`src/hw/rtl/lslf_pkg.sv`:
```
package lslf_pkg;

    localparam int MAX_POINTS   = 4096;
    localparam int CORDIC_STEPS = 16;

    localparam int CNT_W  = 13;
    localparam int IN_W   = 16;
    localparam int SQ1_W  = 32;
    localparam int SUM_W  = 28;
    localparam int SQ_W   = 44;
    localparam int HALF_W = 22;
    localparam int OPND_W = 29;
    localparam int PROD_W = 58;
    localparam int ACC_W  = 60;
    localparam int ANG_W  = 34;
    localparam int STEP_W = 5;
    localparam int DIV_W  = 30;
    localparam int FRAC_BITS = 30;
    localparam int Q14_W  = 16;
    localparam int LC_W   = 17;

    localparam logic signed [ANG_W-1:0] ROT_START = 34'sd652032874;

    typedef enum logic [1:0] {
        FS_OK       = 2'd0,
        FS_UNDEF    = 2'd1,
        FS_OVERFLOW = 2'd2
    } fit_status_t;

    typedef enum logic [3:0] {
        OP_N_UV_LO = 4'd0,
        OP_N_UV_HI = 4'd1,
        OP_SU_SV   = 4'd2,
        OP_N_UU_LO = 4'd3,
        OP_N_UU_HI = 4'd4,
        OP_N_VV_LO = 4'd5,
        OP_N_VV_HI = 4'd6,
        OP_SU_SU   = 4'd7,
        OP_SV_SV   = 4'd8,
        OP_SU_LA   = 4'd9,
        OP_SV_LB   = 4'd10
    } mop_t;

    typedef struct packed {
        logic               in_ready;
        logic               mul;
        logic               acc;
        mop_t               op;
        logic               check;
        logic               norm;
        logic               vec;
        logic               rot_init;
        logic               rot;
        logic               fin;
        logic               div_init;
        logic               div;
        logic               load;
        logic [STEP_W-1:0]  step;
    } lslf_cmd_t;

    typedef struct packed {
        logic overflowed;
        logic ab_zero;
        logic norm_ok;
        logic out_free;
    } lslf_stat_t;

    function automatic logic [ANG_W-1:0] atan_step(input logic [STEP_W-1:0] i);
        logic [ANG_W-1:0] r;
        r = '0;
        if (i <= STEP_W'(FRAC_BITS))
        begin
            r = ANG_W'(1) << (STEP_W'(FRAC_BITS) - i);
        end
        unique case (i)
            5'd0:  r = ANG_W'(843314857);
            5'd1:  r = ANG_W'(497837829);
            5'd2:  r = ANG_W'(263043837);
            5'd3:  r = ANG_W'(133525159);
            5'd4:  r = ANG_W'(67021687);
            5'd5:  r = ANG_W'(33543516);
            5'd6:  r = ANG_W'(16775851);
            5'd7:  r = ANG_W'(8388437);
            5'd8:  r = ANG_W'(4194283);
            5'd9:  r = ANG_W'(2097149);
            5'd10: r = ANG_W'(1048576);
            default: ;
        endcase
        return r;
    endfunction

endpackage

```
`src/hw/rtl/lslf_ctrl.sv`:
```
module lslf_ctrl
    import lslf_pkg::*;
(
    input  logic       clk,
    input  logic       rst_n,
    input  logic       in_valid,
    input  logic       in_last,
    input  lslf_stat_t stat,
    output lslf_cmd_t  cmd
);

    typedef enum logic [3:0] {
        S_ACCUM, S_DRAIN, S_MUL, S_ACC, S_CHECK, S_NORM, S_VEC, S_ROT_INIT,
        S_ROT, S_FIN, S_DIV_INIT, S_DIV, S_LOAD
    } state_t;

    state_t             state_reg, state_next;
    mop_t               op_reg, op_next;
    logic [STEP_W-1:0]  step_reg, step_next;

    always_comb
    begin
        state_next = state_reg;
        op_next    = op_reg;
        step_next  = step_reg;
        unique case (state_reg)
            S_ACCUM:
            begin
                if (in_valid && in_last)
                begin
                    state_next = S_DRAIN;
                end
            end
            S_DRAIN:
            begin
                state_next = S_MUL;
                op_next    = OP_N_UV_LO;
            end
            S_MUL:
            begin
                state_next = S_ACC;
            end
            S_ACC:
            begin
                if (op_reg == OP_SV_SV)
                begin
                    state_next = S_CHECK;
                end
                else if (op_reg == OP_SV_LB)
                begin
                    state_next = S_DIV_INIT;
                end
                else
                begin
                    op_next    = mop_t'(op_reg + 4'd1);
                    state_next = S_MUL;
                end
            end
            S_CHECK:
            begin
                state_next = (stat.overflowed || stat.ab_zero) ? S_LOAD : S_NORM;
            end
            S_NORM:
            begin
                if (stat.norm_ok)
                begin
                    state_next = S_VEC;
                    step_next  = '0;
                end
            end
            S_VEC:
            begin
                if (step_reg == STEP_W'(CORDIC_STEPS - 1))
                begin
                    state_next = S_ROT_INIT;
                end
                step_next = step_reg + STEP_W'(1);
            end
            S_ROT_INIT:
            begin
                state_next = S_ROT;
                step_next  = '0;
            end
            S_ROT:
            begin
                if (step_reg == STEP_W'(CORDIC_STEPS - 1))
                begin
                    state_next = S_FIN;
                end
                step_next = step_reg + STEP_W'(1);
            end
            S_FIN:
            begin
                state_next = S_MUL;
                op_next    = OP_SU_LA;
            end
            S_DIV_INIT:
            begin
                state_next = S_DIV;
                step_next  = '0;
            end
            S_DIV:
            begin
                if (step_reg == STEP_W'(DIV_W - 1))
                begin
                    state_next = S_LOAD;
                end
                step_next = step_reg + STEP_W'(1);
            end
            S_LOAD:
            begin
                if (stat.out_free)
                begin
                    state_next = S_ACCUM;
                end
            end
            default: state_next = S_ACCUM;
        endcase
    end

    always_ff @(posedge clk or negedge rst_n)
    begin
        if (!rst_n)
        begin
            state_reg <= S_ACCUM;
            op_reg    <= OP_N_UV_LO;
            step_reg  <= '0;
        end
        else
        begin
            state_reg <= state_next;
            op_reg    <= op_next;
            step_reg  <= step_next;
        end
    end

    always_comb
    begin
        cmd          = '0;
        cmd.op       = op_reg;
        cmd.step     = step_reg;
        cmd.in_ready = (state_reg == S_ACCUM);
        cmd.mul      = (state_reg == S_MUL);
        cmd.acc      = (state_reg == S_ACC);
        cmd.check    = (state_reg == S_CHECK);
        cmd.norm     = (state_reg == S_NORM);
        cmd.vec      = (state_reg == S_VEC);
        cmd.rot_init = (state_reg == S_ROT_INIT);
        cmd.rot      = (state_reg == S_ROT);
        cmd.fin      = (state_reg == S_FIN);
        cmd.div_init = (state_reg == S_DIV_INIT);
        cmd.div      = (state_reg == S_DIV);
        cmd.load     = (state_reg == S_LOAD);
    end

endmodule

```
`config.mk`:
```
export PLATFORM = sky130hd
export DESIGN_NAME = lslf_ctrl
export DESIGN_NICKNAME = d
export VERILOG_FILES = /design/src/hw/rtl/lslf_pkg.sv /design/src/hw/rtl/lslf_ctrl.sv
export SDC_FILE = /design/constraint.sdc
export NUM_CORES = 1
export LEC_CHECK = 0
export ABC_AREA = 1
export BUFFER_PORTS_ARGS = -buffer_cell sky130_fd_sc_hd__buf_2
export CAP_MARGIN = 10
export CORE_UTILIZATION = 47
export CTS_CLUSTER_SIZE = 16
export DETAILED_ROUTE_END_ITERATION = 10
export PLACE_DENSITY = 0.73
export SLEW_MARGIN = 10
export SYNTH_ARGS = -nofsm -noshare
export SYNTH_HDL_FRONTEND = slang
export SYNTH_SLANG_ARGS = --single-unit
```
`constraint.sdc`:
```
create_clock -name clk -period 1.8 [get_ports clk]
set_input_delay 0.45 -clock clk [delete_from_list [all_inputs] [get_ports clk]]
set_output_delay 0.45 -clock clk [all_outputs]
set_load 0.05 [all_outputs]
```
==> impl_metrics.sql, run 1 <==
INSERT INTO impl_metrics (metric_group, metric, value, unit) VALUES
('status', 'outcome', 'completed', ''),
('layout', 'flip_flop_count_of_the_largest_register_after_layout', '5', ''),
('pwr', 'p_per_area', '1270', 'nW/um^2'),
('placed_design', 'placedCellCount', '206', ''),
('route', 'wl_per_cell', '11.4', 'um'),
('critical_path', 'setup.worst_path.class', 'register to output pin', ''),
('layout', 'areaGrowthSynthToFinish', '34.9', '%'),
('grt', 'global_route.overflow_total', '0', ''),
('pwr', 'power.static_leakage', '0.000737', 'uW'),
('logic_synthesis', 'yosys_warnings', '0', ''),
('grt', 'grt_pass1_vias', '1035', ''),
('pwr', 'power.total', '1750', 'uW'),
('timing', 'timing.final.crit_period', '1.76', 'ns'),
('timing', 'hold_viol', '0', ''),
('placed_design', 'dp_hpwl', '1970', 'um'),
('layout', 'final_layout_size_suffix_gt1_frac', '0.351', ''),
('grt', 'grt_pass1_wl', '4310', 'um'),
('layout', 'utilization', '0.691', ''),
('logic_synthesis', 'synthTopCellsByArea', 'sky130_fd_sc_hd__dfrtp_1 (32%), sky130_fd_sc_hd__nand2_1 (14%), sky130_fd_sc_hd__nand3_1 (9.3%), sky130_fd_sc_hd__inv_1 (8.4%), sky130_fd_sc_hd__ha_1 (7.3%)', ''),
('timing', 'worst_slew_pin_slew', '0.265', 'ns'),
('logic_synthesis', 'synthDominantAreaCellType', 'sky130_fd_sc_hd__dfrtp_1', ''),
('critical_path', 'worst_r2r_path_depth', '8', ''),
('floorplan', 'initial_core_util', '0.513', ''),
('floorplan', 'fp.dieH', '48.7', 'um'),
('pwr', 'ir_drop', '857', 'uV'),
('timing', 'period_share', '0.976', ''),
('critical_path', 'crit_fanout', '7', ''),
('clock_tree', 'clkTransAtPathRegs', '0.07', 'ns'),
('timing', 'max_clock_freq', '0.569', 'GHz'),
('route', 'met2_routed_length', '1200', 'um'),
('clock_tree', 'cts_tree', 'built', ''),
('route', 'wirelength_met1', '1080', 'um'),
('route', 'vias_per_cell', '5.05', ''),
('layout', 'layout.cells.non_filler', '212', ''),
('floorplan', 'num_ports', '29', ''),
('job', 'max_cap_viols', '0', ''),
('timing', 'timing.final.setup_violations', '0', ''),
('clock_tree', 'h-tree-depth', '1', ''),
('logic_synthesis', 'ys_types', '21', ''),
('floorplan', 'placementRows', '16', ''),
('route', 'detail_route.first_pass.iterations', '4', ''),
('timing', 'slew_headroom', '0.821', ''),
('critical_path', 'required', '1.35', 'ns'),
('clock_tree', 'cts.sink_count', '13', ''),
('placed_design', 'io_port_bufs', '28', ''),
('route', 'drt-total-wl', '2420', 'um'),
('clock_tree', 'tritoncts.num_buffers', '3', ''),
('logic_synthesis', 'syn_inst', '149', ''),
('pwr', 'share_of_power_burned_in_combinational_logic', '0.643', ''),
('critical_path', 'regToRegStartpoint', 'step_reg[0]', ''),
('floorplan', 'fp.dieArea', '2370', 'sq um'),
('route', 'remaining_drc_errors', '0', ''),
('grt', 'antenna_found_initial', '0', ''),
('critical_path', 'flop_to_flop_setup_slack', '0.33', 'ns'),
('placed_design', 'gpl.final_weighted_congestion', '0.951', ''),
('floorplan', 'core_area', '2000', 'sq um'),
('critical_path', 'start_kind', 'register', ''),
('logic_synthesis', 'synth.net_count', '163', ''),
('clock_tree', 'clockRootBuffer', 'sky130_fd_sc_hd__clkbuf_4', ''),
('route', 'drt_first_iter_violations', '21', ''),
('placed_design', 'placed_area', '1220', 'sq um'),
('logic_synthesis', 'synth_seq_area_share', '0.317', ''),
('critical_path', 'crit-reg2reg-capture', 'state_reg[1]', ''),
('critical_path', 'critPathArrivalTime', '1.31', 'ns'),
('pwr', 'internal_power', '803', 'uW'),
('logic_synthesis', 'combined_area_of_all_synthesized_cells', '1030', 'sq um'),
('layout', 'n_fill_cell', '173', ''),
('clock_tree', 'clk_latency', '0.27', 'ns'),
('pwr', 'swShare', '0.542', ''),
('layout', 'nNetsFinal', '200', ''),
('logic_synthesis', 'ys_ff_latch', '13', '');
==> repair_timing <==
item                                    4_1_cts  5_1_grt
pin swaps                                     0        3
hold buffers                                  0        0
setup buffers                                 1        1
endpoints found under the setup margin       11       12
gates resized for setup                      15       27
==> kinds of logic (layout without fill, tap and decap cells) <==
kind of cell,count (synthesis),count (layout),share of synthesized area
simple gates,87,87,0.389
buf+inv,26,62,0.0951
compound gates,14,14,0.100
flops,13,13,0.317
fa+ha+maj,6,6,0.0732
xor+xnor,3,3,0.0256
==> critical path, cell delays in order (launching register included) <==
cell                      delay (ns)
sky130_fd_sc_hd__dfrtp_2        0.49
sky130_fd_sc_hd__nor2_4         0.16
sky130_fd_sc_hd__inv_1          0.09
sky130_fd_sc_hd__nor2_1         0.10
sky130_fd_sc_hd__buf_4          0.20
==> metrics by stage <==
stage / setup TNS, ns / setup slack (ns) / hold slack (ns)
2_1_floorplan: -0.120 / -0.0601 / 0.154
3_3_place_gp: 0 / 0.241 / 0.343
3_5_place_dp: 0 / 0.185 / 0.350
4_1_cts: -0.0323 / -0.0323 / 0.0535
5_1_grt: -0.0264 / -0.0186 / 0.0587
6_report: 0 / 0.0434 / 0.0471
==> metal layers <==
| metal | GRT usage | vias up |
|---|---|---|
| met3 | 0.0126 | 4 |
| met1 | 0.292 | 487 |
| met2 | 0.412 | 39 |
| met4 | 0.0882 | 0 |
| met5 | 0 | - |
| li1 | - | 541 |
==> Yosys cell counts <==
cell and count:
sky130_fd_sc_hd__inv_1 23, sky130_fd_sc_hd__o21bai_4 1, sky130_fd_sc_hd__nor2_2 2, sky130_fd_sc_hd__nand3_1 19
sky130_fd_sc_hd__xnor2_1 1, sky130_fd_sc_hd__nand2_1 38, sky130_fd_sc_hd__o21ai_0 4, sky130_fd_sc_hd__dfrtp_1 13
sky130_fd_sc_hd__nand4_1 1, sky130_fd_sc_hd__ha_1 6, sky130_fd_sc_hd__o21ai_1 5, sky130_fd_sc_hd__nor2_4 3
sky130_fd_sc_hd__a21oi_1 1, sky130_fd_sc_hd__nand3b_1 1, sky130_fd_sc_hd__nand2_2 3, sky130_fd_sc_hd__o211ai_4 1
sky130_fd_sc_hd__o22ai_1 2, sky130_fd_sc_hd__nand2_4 1, sky130_fd_sc_hd__xor2_1 2, sky130_fd_sc_hd__nor2_1 19
sky130_fd_sc_hd__inv_2 3
==> worst max-delay path by stage <==
stage                 startpoint  endpoint  slack (ns)
detailed placement  state_reg[1]   cmd[11]        0.19
global placement    state_reg[1]   cmd[11]        0.24
floorplan           state_reg[0]   cmd[20]       -0.06
global route        state_reg[0]    cmd[7]       -0.02
CTS                 state_reg[2]   cmd[11]       -0.03
finish              state_reg[0]    cmd[7]        0.04
==> layout make-up <==
class | instances | area [sq um] | area share
tap | 27 | 33.8 | 0.0244
sequential | 13 | 329 | 0.238
clock buffer | 4 | 26.3 | 0.0190
multi-input combinational | 110 | 663 | 0.479
timing repair buffer | 32 | 234 | 0.169
inverter | 26 | 97.6 | 0.0705
==> layout by cell type (no fill, tap or decap), types with 6 or more instances in the layout <==
| cell type | Yosys | final |
|---|---|---|
| sky130_fd_sc_hd__buf_2 | 0 | 16 |
| sky130_fd_sc_hd__buf_4 | 0 | 7 |
| sky130_fd_sc_hd__buf_6 | 0 | 9 |
| sky130_fd_sc_hd__dfrtp_1 | 13 | 10 |
| sky130_fd_sc_hd__ha_1 | 6 | 6 |
| sky130_fd_sc_hd__inv_1 | 23 | 22 |
| sky130_fd_sc_hd__nand2_1 | 38 | 34 |
| sky130_fd_sc_hd__nand2_2 | 3 | 6 |
| sky130_fd_sc_hd__nand3_1 | 19 | 19 |
| sky130_fd_sc_hd__nor2_1 | 19 | 11 |
| sky130_fd_sc_hd__nor2_4 | 3 | 8 |
==> power by group through the flow <==
stage               combinational [uW]  clock [uW]  sequential (uW)
global route                      1220         197              466
floorplan                          681           0              505
global placement                   993           0              431
detailed placement                 994           0              434
CTS                               1040         177              432
finish                            1130         169              457
Power figures use the tool's default switching activity.
==> inputs of run 2 (changes only) <==
--- a/config.mk
+++ b/config.mk
@@ -11,7 +11,7 @@
 export CORE_UTILIZATION = 47
 export CTS_CLUSTER_SIZE = 16
 export DETAILED_ROUTE_END_ITERATION = 10
-export PLACE_DENSITY = 0.73
+export PLACE_DENSITY_LB_ADDON = 0.1
 export SLEW_MARGIN = 10
 export SYNTH_ARGS = -nofsm -noshare
 export SYNTH_HDL_FRONTEND = slang
==> impl_metrics.sql, run 2 (same netlist as run 1, synthesis figures left out) <==
INSERT INTO impl_metrics (metric_group, metric, value, unit) VALUES
('layout', 'nNetsFinal', '204', ''),
('worst_hold_path', 'hold_path.class', 'input port to async pin', ''),
('critical_path', 'flop_to_flop_setup_slack', '0.33', 'ns'),
('floorplan', 'initial_core_util', '0.513', ''),
('floorplan', 'num_ports', '29', ''),
('timing', 'timing.final.max_slew_violations', '0', ''),
('timing', 'slew_headroom', '0.800', ''),
('route', 'wl_per_cell', '11.8', 'um'),
('clock_tree', 'cts_hold_buf', '0', ''),
('route', 'final_antenna_net_count', '0', ''),
('layout', 'final_layout_size_suffix_gt1_frac', '0.333', ''),
('status', 'outcome', 'completed', ''),
('grt', 'grt_pass1_vias', '987', ''),
('critical_path', 'crit-reg2reg-capture', 'step_reg[2]', ''),
('timing', 'max_clock_freq', '0.565', 'GHz'),
('layout', 'mostFrequentLayoutCells', 'sky130_fd_sc_hd__nand2_1 (38), sky130_fd_sc_hd__inv_1 (22), sky130_fd_sc_hd__nand3_1 (19)', ''),
('clock_tree', 'clockRootBuffer', 'sky130_fd_sc_hd__clkbuf_4', ''),
('grt', 'grt_usage', '0.241', ''),
('timing', 'period_share', '0.983', ''),
('floorplan', 'fp.dieH', '48.7', 'um'),
('clock_tree', 'cts.sink_count', '13', ''),
('critical_path', 'worst_r2r_path_depth', '5', ''),
('critical_path', 'regToRegStartpoint', 'state_reg[0]', ''),
('layout', 'n_fill_cell', '179', ''),
('clock_tree', 'tritoncts.num_buffers', '3', ''),
('route', 'drt-total-wl', '2560', 'um'),
('timing', 'grt_setup_unrepaired', 'yes', ''),
('layout', 'flip_flop_count_of_the_largest_register_after_layout', '5', ''),
('clock_tree', 'ctsLongestPathBuffers', '2', ''),
('route', 'detail_route.first_pass.iterations', '4', ''),
('placed_design', 'dpl_ws', '0.169', 'ns'),
('pwr', 'ir_drop', '765', 'uV'),
('timing', 'timing.final.setup_violations', '0', ''),
('layout', 'antenna_cells', '0', ''),
('critical_path', 'start_kind', 'register', ''),
('critical_path', 'crit_fanout', '6', ''),
('route', 'drt_first_iter_violations', '13', ''),
('critical_path', 'required', '1.35', 'ns'),
('floorplan', 'core_area', '2000', 'sq um'),
('clock_tree', 'clkTransAtPathRegs', '0.08', 'ns'),
('route', 'vias_per_cell', '4.79', ''),
('grt', 'grt_pass1_wl', '4400', 'um'),
('timing', 'worst_clock_skew', '0.00599', 'ns'),
('floorplan', 'fp.dieArea', '2370', 'sq um'),
('timing', 'layout_setup_ws', '0.0304', 'ns'),
('layout', 'areaGrowthSynthToFinish', '35.1', '%'),
('placed_design', 'dp_hpwl', '2060', 'um'),
('grt', 'global_route.overflow_total', '0', ''),
('clock_tree', 'clk_latency', '0.26', 'ns'),
('pwr', 'power.static_leakage', '0.000758', 'uW'),
('grt', 'grt_max_degree', '14', ''),
('timing', 'hold_viol', '0', ''),
('critical_path', 'setup.worst_path.class', 'register to output pin', ''),
('placed_design', 'gpl.final_weighted_congestion', '0.953', ''),
('critical_path', 'critPathArrivalTime', '1.32', 'ns'),
('pwr', 'p_per_area', '1250', 'nW/um^2'),
('timing', 'timing.final.crit_period', '1.77', 'ns'),
('floorplan', 'die_width', '48.7', 'um'),
('floorplan', 'placementRows', '16', ''),
('job', 'max_cap_viols', '0', ''),
('timing', 'finalHoldWorstSlack', '0.0546', 'ns'),
('pwr', 'power.total', '1730', 'uW'),
('route', 'routed-via-count', '1035', ''),
('timing', 'worst_slew_pin_slew', '0.297', 'ns'),
('clock_tree', 'h-tree-depth', '1', ''),
('layout', 'final_common_cell', 'sky130_fd_sc_hd__nand2_1', ''),
('placed_design', 'io_port_bufs', '28', ''),
('clock_tree', 'cts_tree', 'built', ''),
('route', 'remaining_drc_errors', '0', ''),
('critical_path', 'cp-end-kind', 'output pin', ''),
('grt', 'antenna_found_initial', '0', '');
## run 2: cell types whose count changed in the layout (fill, tap and decap cells not counted), sizes merged
cell  delta
buf      +4
## run 2: worst max-delay path: stages, from the launching register on
cell	delay, ns
sky130_fd_sc_hd__dfrtp_1	0.43
sky130_fd_sc_hd__inv_2	0.12
sky130_fd_sc_hd__nand2_1	0.15
sky130_fd_sc_hd__nor2_1	0.15
sky130_fd_sc_hd__buf_4	0.21
## run 2: metal layers
layer / up-vias / GRT usage / share of wire
met1: 464 / 0.310 / 0.48
met3: 4 / 0.0157 / 0.021
met5: - / 0 / 0
met4: 0 / 0.0931 / 0.012
met2: 21 / 0.419 / 0.49
li1: 546 / - / -
## run 2: what timing repair did
action / in CTS / in global routing
cloned: 0 / 0
setup endpoints to repair: 10 / 12
resized for setup: 14 / 22
pin swaps: 0 / 3
setup buffers: 2 / 4
## run 2: stage by stage
| step | util | cells | instance area (sq um) | setup TNS, ns |
|---|---|---|---|---|
| after detailed placement | 0.609 | 206 | 1220 | 0 |
| after floorplan | - | 149 | 1030 | -0.120 |
| after CTS | 0.650 | 212 | 1300 | 0 |
| after global routing | 0.693 | 216 | 1390 | -0.122 |
| final | 0.693 | 216 | 1390 | 0 |
| after global placement | 0.609 | 206 | 1220 | 0 |
## run 2: worst max path at each step
stage | from | endpoint | slack (ns) | depth (start not counted)
floorplan | state_reg[0] | cmd[20] | -0.06 | 3
global placement | state_reg[1] | cmd[11] | 0.24 | 5
detailed placement | state_reg[1] | cmd[11] | 0.17 | 5
CTS | state_reg[2] | cmd[19] | 0.003 | 4
global route | state_reg[2] | cmd[19] | -0.04 | 4
finish | state_reg[2] | cmd[19] | 0.03 | 4
## run 2: report_power, final
part	internal [uW]	total (uW)	switching, uW
Combinational	360	1120	755
Clock	85.6	170	84.4
Sequential	355	443	88.2
Total	800	1730	928
## run 2: area by class of cell
type | instances | area [sq um] | share of cell area
well taps | 27 | 33.8 | 0.0244
inverters | 26 | 97.6 | 0.0704
multi-input cells | 110 | 628 | 0.453
clock buffers | 4 | 26.3 | 0.0190
repair buffers | 36 | 272 | 0.196
flip-flops and latches | 13 | 329 | 0.237
